## src/hw/rtl/tfp_pkg.sv

```systemverilog
package tfp_pkg;

   localparam int PAYLOAD_MAX_DEFAULT = 32;
   localparam int KEPT_BYTES          = 8;
   localparam int BYTE_W              = 8;
   localparam int WORD_W              = 16;
   localparam int KIND_W              = 2;
   localparam int CSR_INDEX_W         = 3;
   localparam int CSR_DATA_W          = 16;

   localparam logic [BYTE_W-1:0] FIRST_START_RESET  = 8'h5A;
   localparam logic [BYTE_W-1:0] SECOND_START_RESET = 8'hA5;
   localparam logic [WORD_W-1:0] SCREEN_ADDR_RESET  = 16'h0084;
   localparam logic [WORD_W-1:0] KEY_LOW_RESET      = 16'h1000;
   localparam logic [WORD_W-1:0] KEY_HIGH_RESET     = 16'hFFFF;

   localparam logic [CSR_INDEX_W-1:0] CSR_FIRST_START  = 3'd0;
   localparam logic [CSR_INDEX_W-1:0] CSR_SECOND_START = 3'd1;
   localparam logic [CSR_INDEX_W-1:0] CSR_SCREEN_ADDR  = 3'd2;
   localparam logic [CSR_INDEX_W-1:0] CSR_KEY_LOW      = 3'd3;
   localparam logic [CSR_INDEX_W-1:0] CSR_KEY_HIGH     = 3'd4;

   typedef enum logic [1:0] {
      PHASE_HUNT1   = 2'd0,
      PHASE_HUNT2   = 2'd1,
      PHASE_LENGTH  = 2'd2,
      PHASE_PAYLOAD = 2'd3
   } phase_type;

   typedef enum logic [KIND_W-1:0] {
      KIND_SCREEN  = 2'd0,
      KIND_KEY     = 2'd1,
      KIND_IGNORED = 2'd2
   } kind_type;

   typedef struct packed {
      logic [BYTE_W-1:0] first_start;
      logic [BYTE_W-1:0] second_start;
      logic [WORD_W-1:0] screen_addr;
      logic [WORD_W-1:0] key_low;
      logic [WORD_W-1:0] key_high;
   } cfg_type;

   typedef struct packed {
      logic [WORD_W-1:0] address;
      logic [WORD_W-1:0] value;
      kind_type          kind;
   } result_type;

endpackage

```

## src/hw/rtl/tfp_channels.sv

```systemverilog
interface tfp_byte_if;
   logic                          valid;
   logic                          ready;
   logic [tfp_pkg::BYTE_W-1:0]    rx_byte;

   modport source (output valid, output rx_byte, input ready);
   modport sink   (input valid, input rx_byte, output ready);
endinterface

interface tfp_frame_if;
   logic                          valid;
   logic                          ready;
   logic [tfp_pkg::WORD_W-1:0]    frame_address;
   logic [tfp_pkg::WORD_W-1:0]    frame_value;
   logic [tfp_pkg::KIND_W-1:0]    frame_kind;

   modport source (output valid, output frame_address, output frame_value,
                   output frame_kind, input ready);
   modport sink   (input valid, input frame_address, input frame_value,
                   input frame_kind, output ready);
endinterface

```

## src/hw/rtl/tfp_csr_regs.sv

```systemverilog
module tfp_csr_regs (
   input  logic                                clock,
   input  logic                                reset,
   input  logic                                csr_wr_en,
   input  logic [tfp_pkg::CSR_INDEX_W-1:0]     csr_index,
   input  logic [tfp_pkg::CSR_DATA_W-1:0]      csr_wdata,
   output tfp_pkg::cfg_type                    cfg
);

   tfp_pkg::cfg_type cfg_ff;
   tfp_pkg::cfg_type cfg_in;

   always_comb begin
      cfg_in = cfg_ff;
      if (csr_wr_en) begin
         case (csr_index)
            tfp_pkg::CSR_FIRST_START:  cfg_in.first_start  = csr_wdata[tfp_pkg::BYTE_W-1:0];
            tfp_pkg::CSR_SECOND_START: cfg_in.second_start = csr_wdata[tfp_pkg::BYTE_W-1:0];
            tfp_pkg::CSR_SCREEN_ADDR:  cfg_in.screen_addr  = csr_wdata;
            tfp_pkg::CSR_KEY_LOW:      cfg_in.key_low      = csr_wdata;
            tfp_pkg::CSR_KEY_HIGH:     cfg_in.key_high     = csr_wdata;
            default:                   cfg_in = cfg_ff;
         endcase
      end
   end

   always_ff @(posedge clock) begin
      if (reset) begin
         cfg_ff.first_start  <= tfp_pkg::FIRST_START_RESET;
         cfg_ff.second_start <= tfp_pkg::SECOND_START_RESET;
         cfg_ff.screen_addr  <= tfp_pkg::SCREEN_ADDR_RESET;
         cfg_ff.key_low      <= tfp_pkg::KEY_LOW_RESET;
         cfg_ff.key_high     <= tfp_pkg::KEY_HIGH_RESET;
      end else begin
         cfg_ff <= cfg_in;
      end
   end

   assign cfg = cfg_ff;

endmodule

```

## src/hw/rtl/tfp_in_stage.sv

```systemverilog
module tfp_in_stage (
   input  logic                         clock,
   input  logic                         reset,
   tfp_byte_if.sink                     req_if,
   input  logic                         take,
   output logic                         byte_valid,
   output logic [tfp_pkg::BYTE_W-1:0]   byte_data
);

   logic                        valid_ff;
   logic                        valid_in;
   logic [tfp_pkg::BYTE_W-1:0]  data_ff;
   logic [tfp_pkg::BYTE_W-1:0]  data_in;
   logic                        accept;

   assign req_if.ready = !valid_ff || take;
   assign accept       = req_if.valid && req_if.ready;

   always_comb begin
      valid_in = valid_ff;
      data_in  = data_ff;
      if (accept) begin
         valid_in = 1'b1;
         data_in  = req_if.rx_byte;
      end else if (take) begin
         valid_in = 1'b0;
      end
   end

   always_ff @(posedge clock) begin
      if (reset) begin
         valid_ff <= 1'b0;
      end else begin
         valid_ff <= valid_in;
      end
   end

   always_ff @(posedge clock) begin
      data_ff <= data_in;
   end

   assign byte_valid = valid_ff;
   assign byte_data  = data_ff;

endmodule

```

## src/hw/rtl/tfp_parser.sv

```systemverilog
module tfp_parser #(
   parameter int PAYLOAD_MAX = tfp_pkg::PAYLOAD_MAX_DEFAULT
) (
   input  logic                         clock,
   input  logic                         reset,
   input  tfp_pkg::cfg_type             cfg,
   input  logic                         byte_valid,
   input  logic [tfp_pkg::BYTE_W-1:0]   byte_data,
   input  logic                         out_room,
   output logic                         take,
   output logic                         res_load,
   output tfp_pkg::result_type          res
);

   localparam int CNT_W = $clog2(PAYLOAD_MAX);

   tfp_pkg::phase_type          phase_ff;
   tfp_pkg::phase_type          phase_in;
   logic [CNT_W-1:0]            expected_ff;
   logic [CNT_W-1:0]            expected_in;
   logic [CNT_W-1:0]            received_ff;
   logic [CNT_W-1:0]            received_in;
   logic [tfp_pkg::BYTE_W-1:0]  cap_ff [tfp_pkg::KEPT_BYTES];
   logic [tfp_pkg::BYTE_W-1:0]  cap_in [tfp_pkg::KEPT_BYTES];
   logic [tfp_pkg::BYTE_W-1:0]  view   [tfp_pkg::KEPT_BYTES];

   logic [CNT_W-1:0]            count_next;
   logic                        len_ok;
   logic                        done;
   logic [tfp_pkg::WORD_W-1:0]  addr;

   assign count_next = received_ff + CNT_W'(1);
   assign len_ok     = (byte_data != '0) &&
                       ({1'b0, byte_data} < (tfp_pkg::BYTE_W + 1)'(PAYLOAD_MAX));
   assign done       = (phase_ff == tfp_pkg::PHASE_PAYLOAD) && (count_next >= expected_ff);
   assign take       = byte_valid && (!done || out_room);

   // next state
   always_comb begin
      phase_in    = phase_ff;
      expected_in = expected_ff;
      received_in = received_ff;
      if (take) begin
         case (phase_ff)
            tfp_pkg::PHASE_HUNT1: begin
               if (byte_data == cfg.first_start) phase_in = tfp_pkg::PHASE_HUNT2;
            end
            tfp_pkg::PHASE_HUNT2: begin
               if (byte_data == cfg.second_start) begin
                  phase_in = tfp_pkg::PHASE_LENGTH;
               end else begin
                  phase_in    = tfp_pkg::PHASE_HUNT1;
                  expected_in = '0;
                  received_in = '0;
               end
            end
            tfp_pkg::PHASE_LENGTH: begin
               if (len_ok) begin
                  phase_in    = tfp_pkg::PHASE_PAYLOAD;
                  expected_in = byte_data[CNT_W-1:0];
               end else begin
                  phase_in    = tfp_pkg::PHASE_HUNT1;
                  expected_in = '0;
                  received_in = '0;
               end
            end
            tfp_pkg::PHASE_PAYLOAD: begin
               if (done) begin
                  phase_in    = tfp_pkg::PHASE_HUNT1;
                  expected_in = '0;
                  received_in = '0;
               end else begin
                  received_in = count_next;
               end
            end
            default: phase_in = tfp_pkg::PHASE_HUNT1;
         endcase
      end
   end

   // payload capture; bytes past the current count read as zero
   always_comb begin
      for (int i = 0; i < tfp_pkg::KEPT_BYTES; i++) begin
         cap_in[i] = cap_ff[i];
         if (take && (phase_ff == tfp_pkg::PHASE_PAYLOAD) && (received_ff == CNT_W'(i)))
            cap_in[i] = byte_data;
         if (CNT_W'(i) >= count_next)
            view[i] = '0;
         else if (received_ff == CNT_W'(i))
            view[i] = byte_data;
         else
            view[i] = cap_ff[i];
      end
   end

   // outputs
   always_comb begin
      addr        = {view[1], view[2]};
      res.address = addr;
      if (addr == cfg.screen_addr) begin
         res.value = {view[6], view[7]};
         res.kind  = tfp_pkg::KIND_SCREEN;
      end else begin
         res.value = {view[4], view[5]};
         if ((addr >= cfg.key_low) && (addr <= cfg.key_high))
            res.kind = tfp_pkg::KIND_KEY;
         else
            res.kind = tfp_pkg::KIND_IGNORED;
      end
      res_load = take && done;
   end

   always_ff @(posedge clock) begin
      if (reset) begin
         phase_ff    <= tfp_pkg::PHASE_HUNT1;
         expected_ff <= '0;
         received_ff <= '0;
      end else begin
         phase_ff    <= phase_in;
         expected_ff <= expected_in;
         received_ff <= received_in;
      end
   end

   always_ff @(posedge clock) begin
      cap_ff <= cap_in;
   end

endmodule

```

## src/hw/rtl/tfp_out_stage.sv

```systemverilog
module tfp_out_stage (
   input  logic                  clock,
   input  logic                  reset,
   input  logic                  res_load,
   input  tfp_pkg::result_type   res,
   output logic                  out_room,
   tfp_frame_if.source           rsp_if
);

   logic                  valid_ff;
   logic                  valid_in;
   tfp_pkg::result_type   data_ff;
   tfp_pkg::result_type   data_in;

   assign out_room = !valid_ff || rsp_if.ready;

   always_comb begin
      data_in  = data_ff;
      valid_in = valid_ff && !rsp_if.ready;
      if (res_load) begin
         valid_in = 1'b1;
         data_in  = res;
      end
   end

   always_ff @(posedge clock) begin
      if (reset) begin
         valid_ff <= 1'b0;
      end else begin
         valid_ff <= valid_in;
      end
   end

   always_ff @(posedge clock) begin
      data_ff <= data_in;
   end

   assign rsp_if.valid         = valid_ff;
   assign rsp_if.frame_address = data_ff.address;
   assign rsp_if.frame_value   = data_ff.value;
   assign rsp_if.frame_kind    = data_ff.kind;

endmodule

```

## src/hw/rtl/touch_frame_parser_core.sv

```systemverilog
// Result: the output register loads a frame's result word at the edge where the parser takes its last byte.
// Throughput: one byte word per cycle; the input register frees whenever the
// parser takes its byte, which stalls only for a frame-ending byte while the
// result register is full and not being drained.
// Reset: synchronous, active high; parser hunts for the first start byte, both
// stages empty, configuration registers back to their default values. No clearing pass.
module touch_frame_parser_core #(
   parameter int PAYLOAD_MAX = tfp_pkg::PAYLOAD_MAX_DEFAULT
) (
   input  logic                                clock,
   input  logic                                reset,
   tfp_byte_if.sink                            req_if,
   tfp_frame_if.source                         rsp_if,
   input  logic                                csr_wr_en,
   input  logic [tfp_pkg::CSR_INDEX_W-1:0]     csr_index,
   input  logic [tfp_pkg::CSR_DATA_W-1:0]      csr_wdata
);

   tfp_pkg::cfg_type            cfg;
   tfp_pkg::result_type         res;
   logic                        byte_valid;
   logic [tfp_pkg::BYTE_W-1:0]  byte_data;
   logic                        take;
   logic                        res_load;
   logic                        out_room;

   tfp_csr_regs u_csr (
      .clock     (clock),
      .reset     (reset),
      .csr_wr_en (csr_wr_en),
      .csr_index (csr_index),
      .csr_wdata (csr_wdata),
      .cfg       (cfg)
   );

   tfp_in_stage u_in (
      .clock      (clock),
      .reset      (reset),
      .req_if     (req_if),
      .take       (take),
      .byte_valid (byte_valid),
      .byte_data  (byte_data)
   );

   tfp_parser #(
      .PAYLOAD_MAX (PAYLOAD_MAX)
   ) u_parser (
      .clock      (clock),
      .reset      (reset),
      .cfg        (cfg),
      .byte_valid (byte_valid),
      .byte_data  (byte_data),
      .out_room   (out_room),
      .take       (take),
      .res_load   (res_load),
      .res        (res)
   );

   tfp_out_stage u_out (
      .clock    (clock),
      .reset    (reset),
      .res_load (res_load),
      .res      (res),
      .out_room (out_room),
      .rsp_if   (rsp_if)
   );

endmodule

```

## src/flat_wrapper.sv

```systemverilog
// flat-port wrapper written by rule: the top's interface ports become plain ports
module touch_frame_parser_core_flat 
#(
   parameter int PAYLOAD_MAX = tfp_pkg::PAYLOAD_MAX_DEFAULT
)
  (clock, reset, csr_wr_en, csr_index, csr_wdata, req_if_valid, req_if_rx_byte, req_if_ready, rsp_if_valid, rsp_if_frame_address, rsp_if_frame_value, rsp_if_frame_kind, rsp_if_ready);
  tfp_byte_if req_if_i ();
  tfp_frame_if rsp_if_i ();
  input  logic clock;
  input  logic reset;
  input  logic csr_wr_en;
  input  logic [tfp_pkg::CSR_INDEX_W-1:0] csr_index;
  input  logic [tfp_pkg::CSR_DATA_W-1:0] csr_wdata;
  input wire logic [$bits(req_if_i.valid)-1:0] req_if_valid;
  input wire logic [$bits(req_if_i.rx_byte)-1:0] req_if_rx_byte;
  output wire logic [$bits(req_if_i.ready)-1:0] req_if_ready;
  output wire logic [$bits(rsp_if_i.valid)-1:0] rsp_if_valid;
  output wire logic [$bits(rsp_if_i.frame_address)-1:0] rsp_if_frame_address;
  output wire logic [$bits(rsp_if_i.frame_value)-1:0] rsp_if_frame_value;
  output wire logic [$bits(rsp_if_i.frame_kind)-1:0] rsp_if_frame_kind;
  input wire logic [$bits(rsp_if_i.ready)-1:0] rsp_if_ready;
  assign req_if_i.valid = req_if_valid;
  assign req_if_i.rx_byte = req_if_rx_byte;
  assign req_if_ready = req_if_i.ready;
  assign rsp_if_valid = rsp_if_i.valid;
  assign rsp_if_frame_address = rsp_if_i.frame_address;
  assign rsp_if_frame_value = rsp_if_i.frame_value;
  assign rsp_if_frame_kind = rsp_if_i.frame_kind;
  assign rsp_if_i.ready = rsp_if_ready;
  touch_frame_parser_core #(.PAYLOAD_MAX(PAYLOAD_MAX)) u_core (.clock(clock), .reset(reset), .req_if(req_if_i), .rsp_if(rsp_if_i), .csr_wr_en(csr_wr_en), .csr_index(csr_index), .csr_wdata(csr_wdata));
endmodule
```

## config.mk

```make
export PLATFORM = sky130hd
export DESIGN_NAME = touch_frame_parser_core_flat
export DESIGN_NICKNAME = d
export VERILOG_FILES = /design/src/hw/rtl/tfp_pkg.sv /design/src/hw/rtl/tfp_channels.sv /design/src/hw/rtl/tfp_csr_regs.sv /design/src/hw/rtl/tfp_in_stage.sv /design/src/hw/rtl/tfp_parser.sv /design/src/hw/rtl/tfp_out_stage.sv /design/src/hw/rtl/touch_frame_parser_core.sv /design/src/flat_wrapper.sv
export SDC_FILE = /design/constraint.sdc
export NUM_CORES = 1
export LEC_CHECK = 0
export ABC_CLOCK_PERIOD_IN_PS = 4400
export BUFFER_PORTS_ARGS = -buffer_cell sky130_fd_sc_hd__buf_2
export CAP_MARGIN = 30
export CORE_MARGIN = 2
export CORE_UTILIZATION = 30
export DETAILED_ROUTE_END_ITERATION = 10
export PLACE_DENSITY = 0.58
export RECOVER_POWER = 25
export SYNTH_ARGS = -nofsm -noshare
export SYNTH_HDL_FRONTEND = slang
export SYNTH_SLANG_ARGS = --single-unit
```

## constraint.sdc

```tcl
create_clock -name clock -period 4.4 [get_ports clock]
set_input_delay 0.66 -clock clock [delete_from_list [all_inputs] [get_ports clock]]
set_output_delay 0.66 -clock clock [all_outputs]
set_load 0.005 [all_outputs]
```

Word-level counts from Yosys, hierarchy flattened --
Cells that the tools add are included.
Operators by class: reduce and logical (&&, ||, !) cells 34, multiplexer cells 29, equal/unequal tests 20, add/sub/neg operators 1, magnitude comparators 10
Operator list (count):
- $mux W8 | 12
- $pmux W5 S3 | 2
- $mux W5 | 5
- $eq A5 B3 Y1 const B | 4
- $ge A3 B5 Y1 const A | 4
- $mux W18 | 1
- $eq A16 B16 Y1 | 1
- $eq A8 B8 Y1 | 2
- $ge A16 B16 Y1 | 1
- $le A16 B16 Y1 | 1
- $logic_and A1 B1 Y1 | 14
- $mux W2 | 5
- $reduce_and A2 Y1 | 5
- $lt A8 B6 Y1 const B | 1
- $ne A2 B2 Y1 const B | 4
- $pmux W2 S4 | 1
- $reduce_and A4 Y1 | 2
- $reduce_bool A8 Y1 | 1
- $eq A3 B2 Y1 const B | 2
- $add A5 B1 Y5 const B | 1
- $eq A5 B1 Y1 const B | 1
- $eq A5 B2 Y1 const B | 1
- $ge A1 B5 Y1 const A | 1
- $ge A2 B5 Y1 const A | 1
- 13 further kinds | 21
Word-level totals: output and inout bits 36, logic and storage cells 114, flip-flop bits (word level) 168, input bits 32

Longest topological paths before layout --
Gate-level depths: netlist of run 1.
depth after elaboration 9, gate-level depth with buffers 16, mapped depth without buffers 16

By module --
A second synthesis of run 1 with hierarchy kept.
Second synthesis, totals: cells, all modules 822, area, all modules 8672.1 sq um
Modules (own cells, without submodules):
- tfp_parser | area an instance 4713.3 sq um, instances 1, cells each 520, sequential area each 1681.6 sq um
- tfp_csr_regs | area an instance 2596.2 sq um, instances 1, cells each 251, sequential area each 1281.2 sq um
- tfp_out_stage | area an instance 1067.3 sq um, instances 1, cells each 38, sequential area each 1041.0 sq um
- tfp_in_stage | area an instance 295.3 sq um, instances 1, cells each 13, sequential area each 260.2 sq um

Least setup slack after synthesis of run 1 --
Ideal clock, no wire load.
path kind register -> register, from register u_core.u_parser.received_ff[0], to register u_core.u_out.data_ff (netlist bit u_core.u_out.rsp_if.frame_address[0]) (enable), library setup time 425 ps, required time 3975 ps, arrival time 4064 ps, stages on the path, launching flop included 9, setup slack -89 ps, clock period less this slack 4489 ps, buffers on the path 0, cell sequence dfxtp_1 > ha_1 > xor2_1 > ha_1 > a21o_1 > a21o_1 > a21oi_1 > o2111ai_1 > nor2_1
On the way: longest elaborated chain between the ends 7
Ends and longest elaborated chain:
- start, declared | line tfp_parser.sv:21 | logic [CNT_W-1:0] received_ff;
- start signal, assigned | line tfp_parser.sv:121 | received_ff <= received_in;
- $add A5 B1 Y5 (*) | line tfp_parser.sv:32 | assign count_next = received_ff + CNT_W'(1);
- $ge A5 B5 Y1 (*) | line tfp_parser.sv:35 | assign done = (phase_ff == tfp_pkg::PHASE_PAYLOAD) && (count_next >= expected_ff);
- $logic_and A1 B1 Y1 (*) | line tfp_parser.sv:35
- $logic_not A1 Y1 | line tfp_parser.sv:36 | assign take = byte_valid && (!done || out_room);
- $logic_or A1 B1 Y1 | line tfp_parser.sv:36
- $logic_and A1 B1 Y1 | line tfp_parser.sv:36
- $logic_and A1 B1 Y1 (*) | line tfp_parser.sv:110 | res_load = take && done;
- net u_core.res_load | line touch_frame_parser_core.sv:24 | logic res_load;
- end signal, assigned | line tfp_out_stage.sv:35 | data_ff <= data_in;
- end, declared | line tfp_out_stage.sv:12 | tfp_pkg::result_type data_ff;
Mark *: on every way through the listed nets, which the timed path passes. The rest lies on a longest branch. A chain may end at the register's enable or synchronous reset.

==> results of run 1 <==
## metrics by stage
| stage | instance area, um2 | hold slack (ns) | cells |
|---|---|---|---|
| after CTS | 9469 | 0.3930 | 1255 |
| final | 9435 | 0.4133 | 1255 |
| after global routing | 9435 | 0.3958 | 1255 |
| after floorplan | 8144 | 0.4363 | 834 |
| after detailed placement | 8916 | 0.4470 | 1223 |
| after global placement | 8916 | 0.4427 | 1223 |
## kinds of logic (layout without fill, tap and decap cells)
group,Yosys count,after routing,share of synthesized area
adder cells (fa/ha/maj),41,41,0.06270
multiplexers,32,32,0.04180
buffers and inverters,84,164,0.04057
AO/OA/AOI/OAI,135,135,0.09759
AND/OR/NAND/NOR,338,338,0.1949
flip-flops,168,168,0.5237
XOR/XNOR,36,36,0.03873
## state kept, by name, indices dropped and copies added, names as in the netlist
signal and flops:
u_core.u_parser.phase_ff 2, u_core.u_out.rsp_if.valid 1, u_core.u_out.rsp_if.frame_address 16, u_core.u_out.rsp_if.frame_kind 2, u_core.u_parser.cap_ff 48, u_core.u_in.byte_valid 1
u_core.u_out.rsp_if.frame_value 16, u_core.u_parser.received_ff 5, u_core.u_in.byte_data 8, u_core.u_parser.expected_ff 5, u_core.u_csr.cfg 64
## area by class of cell
type,instances,area [um2]
Clock buffer,18,429.2
Fill cell,2693,17370
Inverter,44,165.2
Multi-Input combinational cell,582,3567
Clock inverter,14,123.9
Timing Repair Buffer,88,459.2
Tap cell,341,426.7
Sequential cell,168,4264
## power by group
group / leakage (nW) / internal, mW / switching, mW
Combinational: 1.99 / 0.0532 / 0.0950
Clock: 0.261 / 0.783 / 0.642
Sequential: 1.53 / 1.67 / 0.0307
## metal layers
metal / wire length (um) / track usage / part of all wire / vias up
met3: 821 / 0.03016 / 0.040 / 23
met2: 9406 / 0.2334 / 0.46 / 137
met1: 10010 / 0.2070 / 0.49 / 2871
met4: 334 / 0.04723 / 0.016 / 0
met5: 0 / 0 / 0 / -
li1: - / - / - / 3011
## critical path, stage by stage, from the launching register on
cell       delay (ns)
dfxtp_1          0.57
inv_1            0.12
ha_1             0.44
nor3b_1          0.38
nor2_1           0.10
a21boi_2         0.22
nor2_1           0.31
ha_1             0.31
a21o_1           0.19
a21o_1           0.17
a21oi_1          0.15
nor3_1           0.06
a2111oi_0        0.35
o41ai_1          0.13
a21o_1           0.21
nor2b_1          0.13
## how the worst max path moves through the flow
stage	endpoint	from	slack (ns)	cells after the start
final	u_core.u_out.rsp_if.frame_kind[1]	u_core.u_parser.received_ff[0]	0.32	15
after detailed placement	u_core.u_out.rsp_if.frame_kind[1]	u_core.u_parser.received_ff[0]	0.38	15
after CTS	u_core.u_out.rsp_if.frame_kind[1]	u_core.u_parser.received_ff[0]	0.36	15
after floorplan	u_core.u_out.rsp_if.frame_address[0]	u_core.u_parser.received_ff[0]	0.43	8
after global routing	u_core.u_out.rsp_if.frame_kind[1]	u_core.u_parser.received_ff[0]	0.01	15
after global placement	u_core.u_out.rsp_if.frame_kind[1]	u_core.u_parser.received_ff[0]	0.55	15
## cells in the mapped netlist (5+ instances only)
library cell and instances:
nand2_1 203, o21ai_0 11, ha_1 40, nand3b_1 33, xnor2_1 32, a21o_1 14, inv_1 44, mux2i_1 16
clkbuf_1 33, and2_1 5, dfxtp_1 78, mux2_2 8, a21oi_1 87, nor2_1 39, mux2_1 8, nand3_1 8
nand4_1 18, edfxtp_1 90
==> impl_metrics.tcl, run 1 <==
set metrics [dict create \
    synth_cell_types 56 \
    power_leakage_nw 3.782 \
    die-area_um2 28470 \
    netlist_area_um2 8142 \
    slew_headroom -0.7763 \
    ys_async_sr_fraction 0 \
    htreeDepth 4 \
    ios 68 \
    die_y_um 168.7 \
    ff2ff_setup_slack_ns 0.32 \
    crit_fanout 11 \
    cts_inserted_buffers 17 \
    final_common_cell "nand2_1" \
    hold_buffers 0 \
    synth_top_area_frac 0.3320 \
    worstPathRequired_ns 4.57 \
    ctsRootBufferMaster "clkbuf_16" \
    rows 60 \
    grt-ovfl-total 0 \
    postRouteWirelength_um 20580 \
    yosysWarnings 0 \
    cts_sinks 168 \
    ys_seq_area_frac 0.5237 \
    io_buffer_count 67 \
    r2r_start "u_core.u_parser.received_ff[0]" \
    whs_path_depth 1 \
    synth_top_cell_by_area "edfxtp_1" \
    hpwlAfterDp_um 14580 \
    grt_max_degree 67 \
    ff2ff_path_depth 15 \
    fin_util 0.3521 \
    end_kind "register" \
    maxSlewViolCount 67 \
    ant_nets 0 \
    clockBufferDepth 2 \
    gp_congestion 0.8582 \
    areaGrowthSynthToFinish_pct 15.89 \
    hold_viol 0 \
    peakVddDrop_uv 267.6 \
    finalSetupViolations 0 \
    start_util 0.3038 \
    max_cap_violations 1 \
    power_density_nw_per_um2 347.2 \
    tightest_slew_ns 2.664 \
    r2r_end "u_core.u_out.rsp_if.frame_kind[1]" \
    vias 6042 \
    skew_ns 0.008995 \
    wl_per_cell_um 16.40 \
    core_um2 26800 \
    drt_iter0_drc 411 \
    cp.arrival_ns 4.25 \
    synth_fp_nets 906 \
    hold-path-endpoint "u_core.u_in.byte_data[4]" \
    fmax_mhz 244.8 \
    dp_slack_ns 0.3819 \
    via_per_inst 4.814 \
    grt_use_total 0.1490 \
    status "finished with violations" \
    layout-drive-gt1-share 0.1379 \
    grt_pass1_wl_um 32980 \
    ctsResizeCount 0 \
    finalPower_mw 3.276 \
    layout_common_cells "nand2_1, edfxtp_1, a21oi_1, dfxtp_1, buf_2" \
    min-delay-start "req_if_rx_byte[4]" \
    antenna_found_initial 0 \
    detail_route.first_pass.iterations 5 \
    criticalPathCategory "reg -> reg" \
    dieWidth_um 168.7 \
    nNetsFinal 973 \
    drc_errors 0 \
    synth.area.top_cells "edfxtp_1, dfxtp_1, nand2_1, ha_1, a21oi_1" \
    failed_checks "capacitance limit, slew limit" \
    cts_tree "done" \
    clkTransAtPathRegs_ns 0.07 \
    grt_pass1_vias 5927 \
    post-route-min-period_ns 4.084 \
    n_antenna_cell 0 \
    clock_latency_ns 0.42 \
    ys_seq_elements 168 \
    post_cts_buffers 0 \
    critPathLaunchType "register" \
    worst_slack_ns 0.3156 \
    post-route-period-util 0.9283 \
    synth-edff-count 90 \
    postSynthAreaPerCell_um2 9.762 \
    setup_tns_ns 0 \
    hp-class "in -> reg" \
    ys.flop_type "edfxtp_1" \
    rsz0062_at_grt "no" \
    netlist_instances 834 \
]
Power figures use the tool's default switching activity.
==> run 2: changes to the inputs <==
--- a/config.mk
+++ b/config.mk
@@ -8,10 +8,10 @@
 export ABC_CLOCK_PERIOD_IN_PS = 4400
 export BUFFER_PORTS_ARGS = -buffer_cell sky130_fd_sc_hd__buf_2
 export CAP_MARGIN = 30
-export CORE_MARGIN = 2
-export CORE_UTILIZATION = 30
+export CORE_MARGIN = 8
+export CORE_UTILIZATION = 45
 export DETAILED_ROUTE_END_ITERATION = 10
-export PLACE_DENSITY = 0.58
+export PLACE_DENSITY = 0.76
 export RECOVER_POWER = 25
 export SYNTH_ARGS = -nofsm -noshare
 export SYNTH_HDL_FRONTEND = slang
==> impl_metrics.tcl, run 2 (synthesis gave the netlist of run 1 again) <==
set metrics [dict create \
    cts_tree "done" \
    post-route-min-period_ns 4.048 \
    die_y_um 150.5 \
    crit_fanout 11 \
    rows 49 \
    worstPathRequired_ns 4.57 \
    clockPowerShare 0.445 \
    worst-path-buf-inv 0 \
    hold_viol 0 \
    layout-drive-gt1-share 0.1369 \
    wl_per_cell_um 16.82 \
    grt_use_total 0.1744 \
    wl_met1_um 8791 \
    ios 68 \
    seqPwrFrac 0.509 \
    crit_start "u_core.u_parser.received_ff[0]" \
    skew_ns 0.009349 \
    grt_pass1_vias 5786 \
    detail_route.first_pass.iterations 5 \
    multiInputGateArea_um2 3567 \
    max_cap_violations 0 \
    maxSlewViolCount 0 \
    grt-ovfl-total 0 \
    worst_slack_ns 0.3515 \
    critPathTopFamily "compound AO/OA/AOI/OAI gates" \
    cts_sinks 168 \
    criticalPathCategory "reg -> reg" \
    ctsResizeCount 0 \
    cellInternalPower_mw 2.617 \
    hp-class "in -> reg" \
    hold_buffers 0 \
    wl_met2_um 8695 \
    power_density_nw_per_um2 356.7 \
    largest_reg_flops 64 \
    tightest_slew_ns 0.9829 \
    path_cells "ha_1, nand3_1, or2_2, a211oi_4, nor2_1, ha_1, a21o_1, a21o_1, a21oi_1, nor2_1, a2111oi_0, o41ai_1, a21o_1, nor2b_1" \
    io_buffer_count 67 \
    end_kind "register" \
    sw_frac_of_total 0.2138 \
    post-route-period-util 0.9201 \
    wl_met3_um 1451 \
    switchingPower_mw 0.7116 \
    dieWidth_um 150.5 \
    die-area_um2 22650 \
    rsz0062_at_grt "no" \
    crit_top_cell "a21o_1" \
    slew_headroom 0.3447 \
    hpwlAfterDp_um 13400 \
    fillers 1602 \
    dp_slack_ns 0.4613 \
    gp_congestion 0.8949 \
    min-delay-start "req_if_rx_byte[7]" \
    critPathLaunchType "register" \
    clock_latency_ns 0.43 \
    areaGrowthSynthToFinish_pct 14.60 \
    drc_errors 0 \
    ff2ff_setup_slack_ns 0.35 \
    grt_max_degree 59 \
    vias 6050 \
    layout_common_cells "nand2_1, edfxtp_1, a21oi_1, dfxtp_1, buf_2" \
    finalSetupViolations 0 \
    max_stage_delay_ns 0.55 \
    htreeDepth 4 \
    crit_path_top_delay_cell "dfxtp_1" \
    antenna_found_initial 0 \
    ctsRootBufferMaster "clkbuf_16" \
    ant_nets 0 \
    n_antenna_cell 0 \
    setup_tns_ns 0 \
    finalPower_mw 3.328 \
    regArea_um2 4264 \
    dr.max_layer_used "met4" \
    core_um2 17840 \
    cp.arrival_ns 4.22 \
    drt_iter0_drc 543 \
    fmax_mhz 247.0 \
    r2r_start "u_core.u_parser.received_ff[0]" \
    clockBufferDepth 2 \
    via_per_inst 5.298 \
    combPwrFrac 0.045 \
    start_util 0.4563 \
    clkTransAtPathRegs_ns 0.06 \
    nNetsFinal 972 \
    post_cts_buffers 0 \
    final_common_cell "nand2_1" \
    status "complete, no violations" \
    grt_pass1_wl_um 30820 \
    cts_inserted_buffers 17 \
    postRouteWirelength_um 19210 \
    peakVddDrop_uv 294.8 \
    power_leakage_nw 3.812 \
]
[run 2: changes by cell type in the layout (fill, tap and decap cells not counted), moves of 2 or more]
cell,change
buf_2,+3
clkinvlp_4,-2
clkbuf_16,+2
clkbuf_8,+3
inv_6,-4
[run 2: through the flow]
stage / hold WS [ns] / area, um2 / util / std cells
floorplan: 0.4363 / 8144 / - / 834
global placement: 0.4427 / 8761 / 0.4911 / 1109
detailed placement: 0.4479 / 8766 / 0.4913 / 1110
CTS: 0.3999 / 9358 / 0.5245 / 1142
global route: 0.3951 / 9330 / 0.5230 / 1142
finish: 0.4076 / 9330 / 0.5230 / 1142
[run 2: power groups by stage]
stage	Sequential (mW)	Combinational, mW	Clock (mW)
6_report	1.70	0.151	1.48
5_1_grt	1.70	0.167	1.56
4_1_cts	1.70	0.156	1.49
3_5_place_dp	1.73	0.154	0
3_3_place_gp	1.73	0.152	0
2_1_floorplan	1.72	0.0940	0
[run 2: area by class of cell]
class / count / area share
Sequential cell: 168 / 0.4570
Multi-Input combinational cell: 582 / 0.3823
Clock buffer: 26 / 0.05699
Timing Repair Buffer: 87 / 0.04881
Tap cell: 229 / 0.03071
Inverter: 44 / 0.01770
Clock inverter: 6 / 0.006437
[run 2: routing by layer]
layer  GRT usage  vias up
met2      0.2700      203
li1            -     3013
met1      0.2349     2810
met5           0        -
met4     0.05397        0
met3     0.04509       24
[run 2: worst paths after layout]
kind,to,cells after the start
worst max-delay path,u_core.u_out.rsp_if.frame_kind[1],14
worst min-delay path,u_core.u_in.byte_data[7],1
worst max register to register,u_core.u_out.rsp_if.frame_kind[1],14
worst min register to register,u_core.u_csr.cfg[29],2
==> run 3: changes to the inputs <==
==> constraint.sdc (replaced) <==
create_clock -name clock -period 4.4 [get_ports clock]
set_input_delay 0.22 -clock clock [delete_from_list [all_inputs] [get_ports clock]]
set_output_delay 0.22 -clock clock [all_outputs]
set_load 0.005 [all_outputs]
==> impl_metrics.tcl, run 3 (synthesis gave the netlist of run 1 again) <==
set metrics [dict create \
    antenna_found_initial 0 \
    layout_common_cells "nand2_1, edfxtp_1, a21oi_1, dfxtp_1, buf_2" \
    grt_pass1_wl_um 30980 \
    dieWidth_um 150.5 \
    cp.arrival_ns 4.16 \
    clock_latency_ns 0.44 \
    fmax_mhz 251.5 \
    ios 68 \
    die-area_um2 22650 \
    cts_inserted_buffers 17 \
    power_leakage_nw 3.809 \
    cts_tree "done" \
    vias 6172 \
    grt_pass1_vias 5960 \
    hold_viol 0 \
    ant_nets 0 \
    via_per_inst 5.367 \
    gp_congestion 0.8743 \
    detail_route.first_pass.iterations 5 \
    status "complete, no violations" \
    grt_max_degree 59 \
    post-route-period-util 0.9036 \
    n_antenna_cell 0 \
    wl_per_cell_um 16.95 \
    peakVddDrop_uv 324.1 \
    criticalPathCategory "reg -> reg" \
    fillers 1586 \
    finalSetupViolations 0 \
    rows 49 \
    post-route-min-period_ns 3.976 \
    final_common_cell "nand2_1" \
    max_cap_violations 0 \
    ctsRootBufferMaster "clkbuf_16" \
    cts_sinks 168 \
    drc_errors 0 \
    setup_tns_ns 0 \
    die_y_um 150.5 \
    critPathLaunchType "register" \
    end_kind "register" \
    power_density_nw_per_um2 342.0 \
    nNetsFinal 980 \
    worstPathRequired_ns 4.58 \
    postRouteWirelength_um 19490 \
    post_cts_buffers 0 \
    areaGrowthSynthToFinish_pct 14.66 \
    grt_use_total 0.1759 \
    clockBufferDepth 2 \
    io_buffer_count 67 \
    grt-ovfl-total 0 \
    drt_iter0_drc 454 \
    maxSlewViolCount 0 \
    rsz0062_at_grt "no" \
    start_util 0.4563 \
    core_um2 17840 \
    largest_reg_flops 64 \
    clkTransAtPathRegs_ns 0.06 \
    slew_headroom 0.3265 \
    hpwlAfterDp_um 13570 \
    crit_fanout 7 \
    layout-drive-gt1-share 0.1379 \
    htreeDepth 4 \
    hp-class "in -> reg" \
    finalPower_mw 3.193 \
    tightest_slew_ns 1.010 \
    skew_ns 0.01220 \
]
run 3: cell types whose count changed in the layout (fill, tap and decap cells not counted), moves of 2 or more:
| cell | delta |
|---|---|
| clkbuf_16 | -2 |
| clkinv_4 | +3 |
| clkinv_2 | +3 |
| clkbuf_8 | -3 |
| dlygate4sd3_1 | +8 |
run 3: final timing paths:
kind                                                startpoint                                end  slack [ns]  cells past startpoint
worst max-delay path            u_core.u_parser.received_ff[1]  u_core.u_out.rsp_if.frame_kind[1]        0.42                     15
worst min-delay path                             csr_wdata[12]               u_core.u_csr.cfg[12]        0.03                      3
worst max register to register  u_core.u_parser.received_ff[1]  u_core.u_out.rsp_if.frame_kind[1]        0.42                     15
worst min register to register            u_core.u_csr.cfg[23]               u_core.u_csr.cfg[23]        0.45                      2
run 3: layout make-up:
| class | instances | area (um2) | area share |
|---|---|---|---|
| Clock inverter | 12 | 78.83 | 0.008444 |
| Inverter | 44 | 165.2 | 0.01769 |
| Tap cell | 229 | 286.5 | 0.03069 |
| Multi-Input combinational cell | 582 | 3567 | 0.3821 |
| Sequential cell | 168 | 4265 | 0.4569 |
| Clock buffer | 20 | 436.7 | 0.04678 |
| Timing Repair Buffer | 95 | 535.5 | 0.05737 |
run 3: what timing repair did:
action,CTS,global route
resized for setup,0,1
hold buffers,8,0
setup endpoints to repair,0,1
hold endpoints to repair,8,0
run 3: through the flow:
stage / hold slack, ns / worst slack [ns] / utilization / instance area, um2 / cells
after floorplan: 0.3189 / 0.4262 / - / 8144 / 834
after global placement: 0.3996 / 0.5460 / 0.4911 / 8761 / 1109
after detailed placement: 0.3982 / 0.3901 / 0.4913 / 8766 / 1110
after CTS: 0.02059 / 0.3178 / 0.5247 / 9361 / 1150
after global routing: 0.03190 / 0.07074 / 0.5232 / 9335 / 1150
final: 0.03150 / 0.4243 / 0.5232 / 9335 / 1150
run 3: layer usage:
metal	vias up	wire length, um	GRT usage
met1	2914	9130	0.2336
met4	0	368	0.06747
met3	29	1212	0.03847
met2	206	8777	0.2753
li1	3023	-	-
met5	-	0	0
run 3: report_power, final:
group,switching [mW],internal (mW),leakage (nW)
Sequential,0.0237,1.67,1.53
Combinational,0.0991,0.0577,2.03
Clock,0.623,0.717,0.251
Total,0.746,2.45,3.81
run 3: worst max-delay path: stages, from the launching register on:
cell and delay, ns:
dfxtp_1 0.45, inv_1 0.11, ha_1 0.43, nor3b_1 0.35, nor2_1 0.10, a21boi_2 0.21
nor2_1 0.28, ha_1 0.31, a21o_1 0.19, a21o_1 0.18, a21oi_1 0.17, nor3_1 0.06
a2111oi_0 0.38, o41ai_1 0.15, a21o_1 0.21, nor2b_1 0.13
